## src/bpsd_pkg.sv

```systemverilog
// Shared types and constants for the BMP pixel stream decoder.
package bpsd_pkg;

   // Image size limits and coordinate widths
   localparam int MAX_WIDTH  = 4096;
   localparam int MAX_HEIGHT = 4096;
   localparam int COL_W      = (MAX_WIDTH > 1) ? $clog2(MAX_WIDTH) : 1;
   localparam int ROW_W      = (MAX_HEIGHT > 1) ? $clog2(MAX_HEIGHT) : 1;
   localparam int COORD_W    = 12;

   // Header layout (byte positions within the 54-byte header)
   localparam int HDR_LEN  = 54;
   localparam int HDR_LAST = HDR_LEN - 1;
   localparam int OFS_BASE = 10;
   localparam int WID_BASE = 18;
   localparam int HGT_BASE = 22;
   localparam int PLN_BASE = 26;
   localparam int BPP_BASE = 28;
   localparam int CMP_BASE = 30;

   localparam logic [15:0] BPP_RGB  = 16'd24;
   localparam logic [15:0] BPP_RGBA = 16'd32;

   // Queue sizes
   localparam int CMD_DEPTH = 4;
   localparam int CMD_AW    = $clog2(CMD_DEPTH);
   localparam int CMD_CW    = $clog2(CMD_DEPTH + 1);
   localparam int RSP_DEPTH = 4;
   localparam int RSP_AW    = $clog2(RSP_DEPTH);
   localparam int RSP_CW    = $clog2(RSP_DEPTH + 1);

   // Parser phase of the front end
   typedef enum logic [1:0] {
      PH_HEADER,
      PH_SKIP,
      PH_PIXELS,
      PH_ERROR
   } phase_type;

   // Command from front to back
   typedef enum logic [1:0] {
      OP_START,
      OP_PIXEL,
      OP_ERROR
   } cmd_op_type;

   typedef enum logic [1:0] {
      KIND_PIXEL = 2'd0,
      KIND_DONE  = 2'd1,
      KIND_ERROR = 2'd2
   } kind_type;

   typedef enum logic [2:0] {
      ERR_NONE   = 3'd0,
      ERR_SHORT  = 3'd1,
      ERR_FORMAT = 3'd2,
      ERR_DEPTH  = 3'd3,
      ERR_SIZE   = 3'd4,
      ERR_TRUNC  = 3'd5
   } err_type;

   typedef struct packed {
      cmd_op_type         op;
      logic [7:0]         data;
      logic               eof;
      err_type            err;
      logic [COL_W-1:0]   wm1;
      logic [ROW_W-1:0]   hm1;
      logic               alpha;
   } cmd_type;

   typedef struct packed {
      kind_type             kind;
      err_type              err;
      logic [7:0]           red;
      logic [7:0]           green;
      logic [7:0]           blue;
      logic [7:0]           alpha;
      logic                 has_alpha;
      logic [COORD_W-1:0]   row;
      logic [COORD_W-1:0]   col;
   } rsp_type;

   // Up to two results written into the result queue per cycle
   typedef struct packed {
      logic [1:0] count;
      rsp_type    first;
      rsp_type    second;
   } rsp_push_type;

endpackage

```

## src/bmp_pixel_stream_decoder_core.sv

```systemverilog
// Top level of the BMP pixel stream decoder (24/32-bit uncompressed).
//
//  channel   | ports                                   | flow control
//  ----------+-----------------------------------------+----------------------
//  byte in   | req_data_byte, req_end_of_file          | req_push / req_full
//  result    | rsp_result_kind .. rsp_out_col          | rsp_empty / rsp_pop
//
// One byte is taken per cycle while req_full is low; the front end classifies
// it in that cycle and the back end turns the queued command into zero, one
// or two results. Throughput is set by the result port: a byte completing the
// image (pixel plus completion) or a pixel of a short file queues two results.
// Synchronous reset empties both queues and returns the parser to the header.
// req_full follows the command queue; the back end stalls while the result
// queue has fewer than two free entries.
module bmp_pixel_stream_decoder_core (
   input  logic         clock,
   input  logic         reset,
   input  logic         req_push,
   output logic         req_full,
   input  logic [7:0]   req_data_byte,
   input  logic         req_end_of_file,
   output logic         rsp_empty,
   input  logic         rsp_pop,
   output logic [1:0]   rsp_result_kind,
   output logic [2:0]   rsp_error_code,
   output logic [7:0]   rsp_red,
   output logic [7:0]   rsp_green,
   output logic [7:0]   rsp_blue,
   output logic [7:0]   rsp_alpha,
   output logic         rsp_has_alpha,
   output logic [11:0]  rsp_out_row,
   output logic [11:0]  rsp_out_col
);

   logic                   cmd_push, cmd_full, cmd_empty, cmd_pop, rsp_room;
   bpsd_pkg::cmd_type      cmd_in, cmd_head;
   bpsd_pkg::rsp_push_type rsp_wr;
   bpsd_pkg::rsp_type      rsp_head;

   assign req_full = cmd_full;

   bpsd_front u_front (
      .clock           (clock),
      .reset           (reset),
      .req_push        (req_push),
      .req_data_byte   (req_data_byte),
      .req_end_of_file (req_end_of_file),
      .cmd_full        (cmd_full),
      .cmd_push        (cmd_push),
      .cmd_data        (cmd_in)
   );

   bpsd_cmd_fifo u_cmd_fifo (
      .clock     (clock),
      .reset     (reset),
      .push      (cmd_push),
      .push_data (cmd_in),
      .full      (cmd_full),
      .pop       (cmd_pop),
      .empty     (cmd_empty),
      .head      (cmd_head)
   );

   bpsd_back u_back (
      .clock     (clock),
      .reset     (reset),
      .cmd_empty (cmd_empty),
      .cmd_head  (cmd_head),
      .cmd_pop   (cmd_pop),
      .rsp_room  (rsp_room),
      .rsp_wr    (rsp_wr)
   );

   bpsd_rsp_fifo u_rsp_fifo (
      .clock  (clock),
      .reset  (reset),
      .rsp_wr (rsp_wr),
      .room   (rsp_room),
      .pop    (rsp_pop),
      .empty  (rsp_empty),
      .head   (rsp_head)
   );

   // Result ports
   assign rsp_result_kind = rsp_head.kind;
   assign rsp_error_code  = rsp_head.err;
   assign rsp_red         = rsp_head.red;
   assign rsp_green       = rsp_head.green;
   assign rsp_blue        = rsp_head.blue;
   assign rsp_alpha       = rsp_head.alpha;
   assign rsp_has_alpha   = rsp_head.has_alpha;
   assign rsp_out_row     = rsp_head.row;
   assign rsp_out_col     = rsp_head.col;

endmodule

```

## src/bpsd_front.sv

```systemverilog
// Front end: header capture, header check, offset skip and byte classification.
module bpsd_front (
   input  logic                clock,
   input  logic                reset,
   input  logic                req_push,
   input  logic [7:0]          req_data_byte,
   input  logic                req_end_of_file,
   input  logic                cmd_full,
   output logic                cmd_push,
   output bpsd_pkg::cmd_type   cmd_data
);

   bpsd_pkg::phase_type phase_ff, phase_in;
   logic [31:0] pos_ff, pos_in;
   logic [31:0] offset_ff, offset_in;
   logic [31:0] width_ff, width_in;
   logic [31:0] height_ff, height_in;
   logic [15:0] planes_ff, planes_in;
   logic [15:0] bits_ff, bits_in;
   logic [31:0] comp_ff, comp_in;

   logic              accept;
   logic [5:0]        hpos;
   bpsd_pkg::err_type hdr_err;

   assign accept = req_push && !cmd_full;
   assign hpos   = pos_ff[5:0];

   // Phase and position registers
   always_ff @(posedge clock) begin
      if (reset) begin
         phase_ff <= bpsd_pkg::PH_HEADER;
         pos_ff   <= '0;
      end else begin
         phase_ff <= phase_in;
         pos_ff   <= pos_in;
      end
   end

   // Captured header fields
   always_ff @(posedge clock) begin
      offset_ff <= offset_in;
      width_ff  <= width_in;
      height_ff <= height_in;
      planes_ff <= planes_in;
      bits_ff   <= bits_in;
      comp_ff   <= comp_in;
   end

   // Header byte capture, little-endian
   always_comb begin
      offset_in = offset_ff;
      width_in  = width_ff;
      height_in = height_ff;
      planes_in = planes_ff;
      bits_in   = bits_ff;
      comp_in   = comp_ff;
      if (accept && phase_ff == bpsd_pkg::PH_HEADER) begin
         if (hpos inside {[bpsd_pkg::OFS_BASE:bpsd_pkg::OFS_BASE+3]})
            offset_in[{2'(hpos - 6'(bpsd_pkg::OFS_BASE)), 3'b000} +: 8] = req_data_byte;
         if (hpos inside {[bpsd_pkg::WID_BASE:bpsd_pkg::WID_BASE+3]})
            width_in[{2'(hpos - 6'(bpsd_pkg::WID_BASE)), 3'b000} +: 8] = req_data_byte;
         if (hpos inside {[bpsd_pkg::HGT_BASE:bpsd_pkg::HGT_BASE+3]})
            height_in[{2'(hpos - 6'(bpsd_pkg::HGT_BASE)), 3'b000} +: 8] = req_data_byte;
         if (hpos inside {[bpsd_pkg::PLN_BASE:bpsd_pkg::PLN_BASE+1]})
            planes_in[{1'(hpos - 6'(bpsd_pkg::PLN_BASE)), 3'b000} +: 8] = req_data_byte;
         if (hpos inside {[bpsd_pkg::BPP_BASE:bpsd_pkg::BPP_BASE+1]})
            bits_in[{1'(hpos - 6'(bpsd_pkg::BPP_BASE)), 3'b000} +: 8] = req_data_byte;
         if (hpos inside {[bpsd_pkg::CMP_BASE:bpsd_pkg::CMP_BASE+3]})
            comp_in[{2'(hpos - 6'(bpsd_pkg::CMP_BASE)), 3'b000} +: 8] = req_data_byte;
      end
   end

   // Header check on the completed header, in priority order
   always_comb begin
      if (comp_in != 32'd0 || planes_in != 16'd1)
         hdr_err = bpsd_pkg::ERR_FORMAT;
      else if (bits_in != bpsd_pkg::BPP_RGB && bits_in != bpsd_pkg::BPP_RGBA)
         hdr_err = bpsd_pkg::ERR_DEPTH;
      else if (width_in == 32'd0 || width_in > 32'(bpsd_pkg::MAX_WIDTH))
         hdr_err = bpsd_pkg::ERR_SIZE;
      else if (height_in == 32'd0 || height_in > 32'(bpsd_pkg::MAX_HEIGHT))
         hdr_err = bpsd_pkg::ERR_SIZE;
      else if (offset_in < 32'(bpsd_pkg::HDR_LEN))
         hdr_err = bpsd_pkg::ERR_SIZE;
      else
         hdr_err = bpsd_pkg::ERR_NONE;
   end

   // Next phase and command to the back end
   always_comb begin
      phase_in          = phase_ff;
      pos_in            = pos_ff;
      cmd_push          = 1'b0;
      cmd_data          = '0;
      cmd_data.op       = bpsd_pkg::OP_PIXEL;
      cmd_data.err      = bpsd_pkg::ERR_NONE;
      cmd_data.data     = req_data_byte;
      cmd_data.eof      = req_end_of_file;
      cmd_data.wm1      = COL_W_CAST(width_in - 32'd1);
      cmd_data.hm1      = ROW_W_CAST(height_in - 32'd1);
      cmd_data.alpha    = (bits_in == bpsd_pkg::BPP_RGBA);
      if (accept) begin
         case (phase_ff)
            bpsd_pkg::PH_HEADER: begin
               pos_in = pos_ff + 32'd1;
               if (hpos == 6'(bpsd_pkg::HDR_LAST)) begin
                  if (hdr_err != bpsd_pkg::ERR_NONE) begin
                     cmd_push     = 1'b1;
                     cmd_data.op  = bpsd_pkg::OP_ERROR;
                     cmd_data.err = hdr_err;
                     phase_in     = bpsd_pkg::PH_ERROR;
                  end else if (req_end_of_file) begin
                     cmd_push     = 1'b1;
                     cmd_data.op  = bpsd_pkg::OP_ERROR;
                     cmd_data.err = bpsd_pkg::ERR_TRUNC;
                  end else begin
                     cmd_push    = 1'b1;
                     cmd_data.op = bpsd_pkg::OP_START;
                     phase_in    = (offset_in == 32'(bpsd_pkg::HDR_LEN)) ?
                                   bpsd_pkg::PH_PIXELS : bpsd_pkg::PH_SKIP;
                  end
               end else if (req_end_of_file) begin
                  cmd_push     = 1'b1;
                  cmd_data.op  = bpsd_pkg::OP_ERROR;
                  cmd_data.err = bpsd_pkg::ERR_SHORT;
               end
            end
            bpsd_pkg::PH_SKIP: begin
               // position stays below the offset here, so no saturation is needed
               pos_in = pos_ff + 32'd1;
               if (pos_in >= offset_ff) phase_in = bpsd_pkg::PH_PIXELS;
               if (req_end_of_file) begin
                  cmd_push     = 1'b1;
                  cmd_data.op  = bpsd_pkg::OP_ERROR;
                  cmd_data.err = bpsd_pkg::ERR_TRUNC;
               end
            end
            bpsd_pkg::PH_PIXELS: begin
               cmd_push = 1'b1;
            end
            default: begin
            end
         endcase
         // end of file rearms the parser
         if (req_end_of_file) begin
            phase_in = bpsd_pkg::PH_HEADER;
            pos_in   = '0;
         end
      end
   end

   function automatic logic [bpsd_pkg::COL_W-1:0] COL_W_CAST(input logic [31:0] v);
      return v[bpsd_pkg::COL_W-1:0];
   endfunction

   function automatic logic [bpsd_pkg::ROW_W-1:0] ROW_W_CAST(input logic [31:0] v);
      return v[bpsd_pkg::ROW_W-1:0];
   endfunction

endmodule

```

## src/bpsd_cmd_fifo.sv

```systemverilog
// Short command queue between the front and back ends.
module bpsd_cmd_fifo (
   input  logic                clock,
   input  logic                reset,
   input  logic                push,
   input  bpsd_pkg::cmd_type   push_data,
   output logic                full,
   input  logic                pop,
   output logic                empty,
   output bpsd_pkg::cmd_type   head
);

   bpsd_pkg::cmd_type entry_ff [bpsd_pkg::CMD_DEPTH];
   logic [bpsd_pkg::CMD_AW-1:0] wr_ptr_ff, wr_ptr_in;
   logic [bpsd_pkg::CMD_AW-1:0] rd_ptr_ff, rd_ptr_in;
   logic [bpsd_pkg::CMD_CW-1:0] count_ff, count_in;
   logic do_push, do_pop;

   assign full    = (count_ff == bpsd_pkg::CMD_CW'(bpsd_pkg::CMD_DEPTH));
   assign empty   = (count_ff == '0);
   assign head    = entry_ff[rd_ptr_ff];
   assign do_push = push && !full;
   assign do_pop  = pop && !empty;

   // Pointer and occupancy update
   always_comb begin
      wr_ptr_in = wr_ptr_ff;
      rd_ptr_in = rd_ptr_ff;
      count_in  = count_ff;
      if (do_push) wr_ptr_in = wr_ptr_ff + 1'b1;
      if (do_pop)  rd_ptr_in = rd_ptr_ff + 1'b1;
      if (do_push && !do_pop)      count_in = count_ff + 1'b1;
      else if (!do_push && do_pop) count_in = count_ff - 1'b1;
   end

   always_ff @(posedge clock) begin
      if (reset) begin
         wr_ptr_ff <= '0;
         rd_ptr_ff <= '0;
         count_ff  <= '0;
      end else begin
         wr_ptr_ff <= wr_ptr_in;
         rd_ptr_ff <= rd_ptr_in;
         count_ff  <= count_in;
      end
   end

   // Storage
   always_ff @(posedge clock) begin
      if (do_push) entry_ff[wr_ptr_ff] <= push_data;
   end

endmodule

```

## src/bpsd_back.sv

```systemverilog
// Back end: pixel assembly, row padding, coordinates and result generation.
module bpsd_back (
   input  logic                   clock,
   input  logic                   reset,
   input  logic                   cmd_empty,
   input  bpsd_pkg::cmd_type      cmd_head,
   output logic                   cmd_pop,
   input  logic                   rsp_room,
   output bpsd_pkg::rsp_push_type rsp_wr
);

   logic                        active_ff, active_in;
   logic [bpsd_pkg::COL_W-1:0]  wm1_ff, wm1_in;
   logic [bpsd_pkg::ROW_W-1:0]  hm1_ff, hm1_in;
   logic                        alpha_ff, alpha_in;
   logic [1:0]                  bip_ff, bip_in;
   logic [23:0]                 held_ff, held_in;
   logic [bpsd_pkg::COL_W-1:0]  col_ff, col_in;
   logic [bpsd_pkg::ROW_W-1:0]  row_ff, row_in;
   logic [1:0]                  pad_ff, pad_in;

   bpsd_pkg::rsp_type pix_rsp, done_rsp, trunc_rsp, err_rsp;
   logic [bpsd_pkg::ROW_W-1:0] flip_row;

   assign cmd_pop  = !cmd_empty && rsp_room;
   assign flip_row = hm1_ff - row_ff;

   // Candidate results
   always_comb begin
      pix_rsp           = '0;
      pix_rsp.kind      = bpsd_pkg::KIND_PIXEL;
      pix_rsp.err       = bpsd_pkg::ERR_NONE;
      pix_rsp.green     = held_ff[15:8];
      pix_rsp.blue      = held_ff[7:0];
      pix_rsp.has_alpha = alpha_ff;
      pix_rsp.row       = bpsd_pkg::COORD_W'(flip_row);
      pix_rsp.col       = bpsd_pkg::COORD_W'(col_ff);
      if (alpha_ff) begin
         pix_rsp.red   = held_ff[23:16];
         pix_rsp.alpha = cmd_head.data;
      end else begin
         pix_rsp.red   = cmd_head.data;
         pix_rsp.alpha = 8'd0;
      end

      done_rsp       = '0;
      done_rsp.kind  = bpsd_pkg::KIND_DONE;
      done_rsp.err   = bpsd_pkg::ERR_NONE;

      trunc_rsp      = '0;
      trunc_rsp.kind = bpsd_pkg::KIND_ERROR;
      trunc_rsp.err  = bpsd_pkg::ERR_TRUNC;

      err_rsp        = '0;
      err_rsp.kind   = bpsd_pkg::KIND_ERROR;
      err_rsp.err    = cmd_head.err;
   end

   // Command execution
   always_comb begin
      active_in = active_ff;
      wm1_in    = wm1_ff;
      hm1_in    = hm1_ff;
      alpha_in  = alpha_ff;
      bip_in    = bip_ff;
      held_in   = held_ff;
      col_in    = col_ff;
      row_in    = row_ff;
      pad_in    = pad_ff;
      rsp_wr    = '0;
      if (cmd_pop) begin
         case (cmd_head.op)
            bpsd_pkg::OP_START: begin
               active_in = 1'b1;
               wm1_in    = cmd_head.wm1;
               hm1_in    = cmd_head.hm1;
               alpha_in  = cmd_head.alpha;
               bip_in    = '0;
               held_in   = '0;
               col_in    = '0;
               row_in    = '0;
               pad_in    = '0;
            end
            bpsd_pkg::OP_ERROR: begin
               rsp_wr.count = 2'd1;
               rsp_wr.first = err_rsp;
               active_in    = 1'b0;
            end
            bpsd_pkg::OP_PIXEL: begin
               if (active_ff) begin
                  if (pad_ff != 2'd0) begin
                     pad_in = pad_ff - 2'd1;
                  end else if (bip_ff != (alpha_ff ? 2'd3 : 2'd2)) begin
                     held_in[{bip_ff, 3'b000} +: 8] = cmd_head.data;
                     bip_in = bip_ff + 2'd1;
                  end else begin
                     rsp_wr.count = 2'd1;
                     rsp_wr.first = pix_rsp;
                     bip_in       = '0;
                     held_in      = '0;
                     if (col_ff == wm1_ff) begin
                        // row finished: wrap column, set up padding
                        col_in = '0;
                        row_in = row_ff + 1'b1;
                        pad_in = alpha_ff ? 2'd0 : 2'(wm1_ff) + 2'd1;
                        if (row_ff == hm1_ff) begin
                           rsp_wr.count  = 2'd2;
                           rsp_wr.second = done_rsp;
                           active_in     = 1'b0;
                        end
                     end else begin
                        col_in = col_ff + 1'b1;
                     end
                  end
                  // file ended before the last pixel
                  if (cmd_head.eof && active_in) begin
                     if (rsp_wr.count == 2'd0) rsp_wr.first = trunc_rsp;
                     else                      rsp_wr.second = trunc_rsp;
                     rsp_wr.count = rsp_wr.count + 2'd1;
                  end
               end
               if (cmd_head.eof) active_in = 1'b0;
            end
            default: begin
            end
         endcase
      end
   end

   always_ff @(posedge clock) begin
      if (reset) active_ff <= 1'b0;
      else       active_ff <= active_in;
   end

   always_ff @(posedge clock) begin
      wm1_ff   <= wm1_in;
      hm1_ff   <= hm1_in;
      alpha_ff <= alpha_in;
      bip_ff   <= bip_in;
      held_ff  <= held_in;
      col_ff   <= col_in;
      row_ff   <= row_in;
      pad_ff   <= pad_in;
   end

endmodule

```

## src/bpsd_rsp_fifo.sv

```systemverilog
// Result queue: takes up to two results per cycle, delivers one.
module bpsd_rsp_fifo (
   input  logic                   clock,
   input  logic                   reset,
   input  bpsd_pkg::rsp_push_type rsp_wr,
   output logic                   room,
   input  logic                   pop,
   output logic                   empty,
   output bpsd_pkg::rsp_type      head
);

   bpsd_pkg::rsp_type entry_ff [bpsd_pkg::RSP_DEPTH];
   logic [bpsd_pkg::RSP_AW-1:0] wr_ptr_ff, wr_ptr_in;
   logic [bpsd_pkg::RSP_AW-1:0] rd_ptr_ff, rd_ptr_in;
   logic [bpsd_pkg::RSP_CW-1:0] count_ff, count_in;
   logic [bpsd_pkg::RSP_AW-1:0] wr_next;
   logic do_pop;

   // room for two results, the most one transaction can produce
   assign room    = (count_ff <= bpsd_pkg::RSP_CW'(bpsd_pkg::RSP_DEPTH - 2));
   assign empty   = (count_ff == '0);
   assign head    = entry_ff[rd_ptr_ff];
   assign do_pop  = pop && !empty;
   assign wr_next = wr_ptr_ff + 1'b1;

   always_comb begin
      wr_ptr_in = wr_ptr_ff + bpsd_pkg::RSP_AW'(rsp_wr.count);
      rd_ptr_in = do_pop ? rd_ptr_ff + 1'b1 : rd_ptr_ff;
      count_in  = count_ff + bpsd_pkg::RSP_CW'(rsp_wr.count)
                  - bpsd_pkg::RSP_CW'(do_pop);
   end

   always_ff @(posedge clock) begin
      if (reset) begin
         wr_ptr_ff <= '0;
         rd_ptr_ff <= '0;
         count_ff  <= '0;
      end else begin
         wr_ptr_ff <= wr_ptr_in;
         rd_ptr_ff <= rd_ptr_in;
         count_ff  <= count_in;
      end
   end

   // Storage, two write slots
   always_ff @(posedge clock) begin
      if (rsp_wr.count != 2'd0) entry_ff[wr_ptr_ff] <= rsp_wr.first;
      if (rsp_wr.count == 2'd2) entry_ff[wr_next]   <= rsp_wr.second;
   end

endmodule

```

## config.mk

```make
export PLATFORM = sky130hd
export DESIGN_NAME = bmp_pixel_stream_decoder_core
export DESIGN_NICKNAME = d
export VERILOG_FILES = /design/src/bpsd_pkg.sv /design/src/bmp_pixel_stream_decoder_core.sv /design/src/bpsd_front.sv /design/src/bpsd_cmd_fifo.sv /design/src/bpsd_back.sv /design/src/bpsd_rsp_fifo.sv
export SDC_FILE = /design/constraint.sdc
export NUM_CORES = 1
export LEC_CHECK = 0
export ABC_AREA = 1
export BUFFER_PORTS_ARGS = -buffer_cell sky130_fd_sc_hd__buf_2
export CORE_MARGIN = 5
export CORE_UTILIZATION = 63
export DETAILED_ROUTE_END_ITERATION = 8
export PLACE_DENSITY = 0.85
export SYNTH_ARGS = -nofsm -noshare
export SYNTH_HDL_FRONTEND = slang
export SYNTH_SLANG_ARGS = --single-unit
```

## constraint.sdc

```tcl
create_clock -name clock -period 5.35 [get_ports clock]
set_input_delay 0 -clock clock [delete_from_list [all_inputs] [get_ports clock]]
set_output_delay 0 -clock clock [all_outputs]
set_load 0.03 [all_outputs]
```

==> results by group <==
Status
  • Outcome: completed

Synth
  • Yosys warnings: 0
  • Yosys top cell area share: 28.4%
  • Netlist Area Pre-Place: 31,400 sq um
  • Syn Area/Cell: 8.22 sq um
  • Most frequent cell after synthesis: nand2_1
  • Distinct cells, synth: 56
  • Top FF cell, synth: dfxtp_1
  • Most frequent cells after synthesis: 812 x nand2_1, 470 x o21ai_0, 445 x dfxtp_1
  • Ys async rst share: 0%
  • Synthesis-stage register bit count: 694
  • Largest cells by area after synthesis: dfxtp_1 28%, edfxtp_1 24%, nand2_1 9.7%
  • Syn_nets: 3,909
  • Cell count after synthesis: 3,819
  • Post-synth EDFFs: 249
  • Sequential area share after synthesis: 52.2%
  • Yosys top cell by area: dfxtp_1

Power and ir drop
  • PwrDens: 427 nW/um^2
  • Max VDD drop: 0.246 mV
  • Leakage: 14.4 nW

Routing
  • Routed Antenna Nets: 0
  • Initial drt markers: 3,238
  • Wirelength per Cell: 17.7 um
  • First-pass iteration count of the detailed router: 9
  • DRC viols: 0
  • WL final: 80,000 um
  • DR vias/cell: 5.94
  • Routed vias: 26,900

Clocking
  • Reg clk slew, reported paths: 0.06 ns
  • Number of CTS-inserted buffers: 71
  • PostCTS Resize Cnt: 0
  • Longest Clk Path Bufs: 3
  • H-tree depth: 3
  • Worst-Skew Late Latency: 0.61 ns
  • TritonCTS clock tree: done
  • Root buffer cell: clkbuf_16
  • Num Clock Sinks: 694

Setup path
  • Crit end category: register
  • Req. time, crit path: 5.87 ns
  • Crit path max fanout: 9
  • Critical path type: reg2reg
  • Crit start category: register
  • Worst endpoint data arrival time: 4.98 ns

Timing
  • Hold Fails Final Rpt: 0
  • Slew Viols, Final: 0
  • Final Skew: 0.0209 ns
  • Setup-failing EPs final: 0
  • Fmax: 224 MHz
  • Relative slew slack: 21.9%
  • Fin crit period: 4.46 ns
  • TNS Setup: 0 ns
  • RSZ-0062 raised after global routing: false
  • Tightest Pin Transition: 1.16 ns
  • Period Utilization, post-route: 83.3%

Placement
  • HPWL after DPL: 51,700 um
  • Buffers on Ports: 76
  • Gp weighted congestion: 0.971

Global route
  • First-pass GRT wire length: 129,000 um
  • Total congestion overflow: 0
  • Met1 Use GR: 35.9%
  • Vias in the first global route: 25,500
  • Met2 Use GR: 49.3%
  • Tot GR Track Use: 28.8%
  • Busiest layer in global routing: met2
  • Pin count of the biggest net entering global routing: 89
  • Initial antenna violation count: 0
  • GRT met3 Usage: 5.28%

Floorplanning
  • Initial Utilization: 63.9%
  • Total Die Area: 54,400 sq um
  • Core area: 49,200 sq um
  • FP Rows: 81
  • # IOs: 77
  • Die Y-Extent: 233 um
  • Die X-Extent: 233 um

Layout
  • Share of cells above drive strength 1: 7.24%
  • Multi-input gate area: 13,000 sq um
  • Layout Nets: 3,908
  • Register area: 16,400 sq um
  • Final core utilization: 70.0%
  • Antenna diodes: 0
  • Syn-to-layout area delta: 9.60%
  • Fillers: 3,670

Min path
  • Worst Hold Class: in2reg

Flow run
  • Max Cap Violations: 0
==> critical path: stages, from the launching register on <==
cell	delay [ns]
dfxtp_1	0.51
nand3_1	0.17
nor2_1	0.23
inv_1	0.09
nor2_1	0.14
nand3_1	0.15
nor3_2	0.31
nand3_1	0.18
nor2_1	0.18
nand2_1	0.12
nor2_1	0.15
nand4_1	0.12
xor2_1	0.15
inv_1	0.07
ha_1	0.29
nand2_1	0.06
inv_1	0.05
nand3_1	0.07
nor3_1	0.18
nor4b_1	0.39
nand3_1	0.11
nand4_1	0.15
nand3_1	0.13
nor2_1	0.16
nand3_1	0.09
a21oi_1	0.12
==> cell families (layout without fill, tap and decap cells) <==
group                      Yosys count  count (layout)  share of synthesized area (%)
xor gates and xnor gates            65              65                           1.81
buffers and inverters              490             540                           6.62
and+or+nand+nor                   1717            1717                           23.0
adders and majority gates           77              77                           3.14
DFF                                694             694                           52.2
muxes                                1               1                         0.0319
AOI/OAI and AO/OA                  775             775                           13.2
==> stage by stage <==
stage	worst slack, ns	std cells	power (mW)	instance area, sq um	hold WS (ns)
floorplan	0.590	3819	8.79	31400	0.0989
global placement	1.20	4397	9.76	32000	0.345
detailed placement	0.993	4397	9.85	32000	0.345
CTS	0.970	4533	14.7	34400	0.256
global route	0.359	4533	15.3	34400	0.304
finish	0.893	4533	14.7	34400	0.313
==> metal layers <==
| layer | vias up | share of wire (%) | routed length (um) |
|---|---|---|---|
| met4 | 0 | 4.2 | 3350 |
| met5 | - | 0 | 0 |
| li1 | 12800 | - | - |
| met1 | 12500 | 39 | 31200 |
| met2 | 1354 | 48 | 38600 |
| met3 | 272 | 8.7 | 6960 |
==> report_power, final <==
part,switching (mW),internal (mW)
Clock,2.03,2.83
Sequential,0.227,5.92
Combinational,2.71,0.993
Total,4.96,9.74
==> worst paths after layout <==
kind | cells past startpoint | endpoint | start | slack (ns)
worst max-delay path | 25 | u_front.phase_ff[0]$_SDFFE_PP0P_ | u_front.pos_ff[1]$_SDFFE_PP0P_ | 0.89
worst min-delay path | 2 | u_cmd_fifo.entry_ff[1][35]$_DFFE_PP_ | req_data_byte[6] | 0.31
worst max register to register | 25 | u_front.phase_ff[0]$_SDFFE_PP0P_ | u_front.pos_ff[1]$_SDFFE_PP0P_ | 0.89
worst min register to register | 2 | u_front.width_ff[29]$_DFF_P_ | u_front.width_ff[29]$_DFF_P_ | 0.44
==> flip-flops by register name, indices dropped and copies added (netlist names), 24 cells and up, named ones only <==
name	cells
u_cmd_fifo.entry_ff	156
u_front.comp_ff	32
u_front.height_ff	32
u_front.width_ff	32
u_back.held_ff	24
u_front.offset_ff	32
u_rsp_fifo.entry_ff	248
u_front.pos_ff	32
==> layout make-up <==
| class | instances | share of cell area (%) |
|---|---|---|
| Clock buffer | 98 | 5.96 |
| Clock inverter | 26 | 0.673 |
| Tap cell | 664 | 2.41 |
| Timing Repair Buffer | 120 | 2.30 |
| Multi-Input combinational cell | 2635 | 37.8 |
| Inverter | 296 | 3.23 |
| Sequential cell | 694 | 47.6 |
==> timing repair <==
action / in CTS / in global routing
hold endpoints to repair: 85 / 0
setup buffers: 0 / 0
hold buffers: 12 / 0
==> placed cells by master, fill, tap and decap left out, types with 28 or more instances in the layout <==
master     count
nand2_1      808
o21ai_0      470
dfxtp_1      442
nor2_1       425
nand3_1      353
inv_1        280
edfxtp_1     249
a21oi_1      122
o22ai_1      103
buf_2         76
ha_1          74
clkbuf_16     73
xor2_1        48
nor3_1        33
o21ai_1       33
nand4_1       29
buf_4         28
Power figures use the tool's default switching activity.
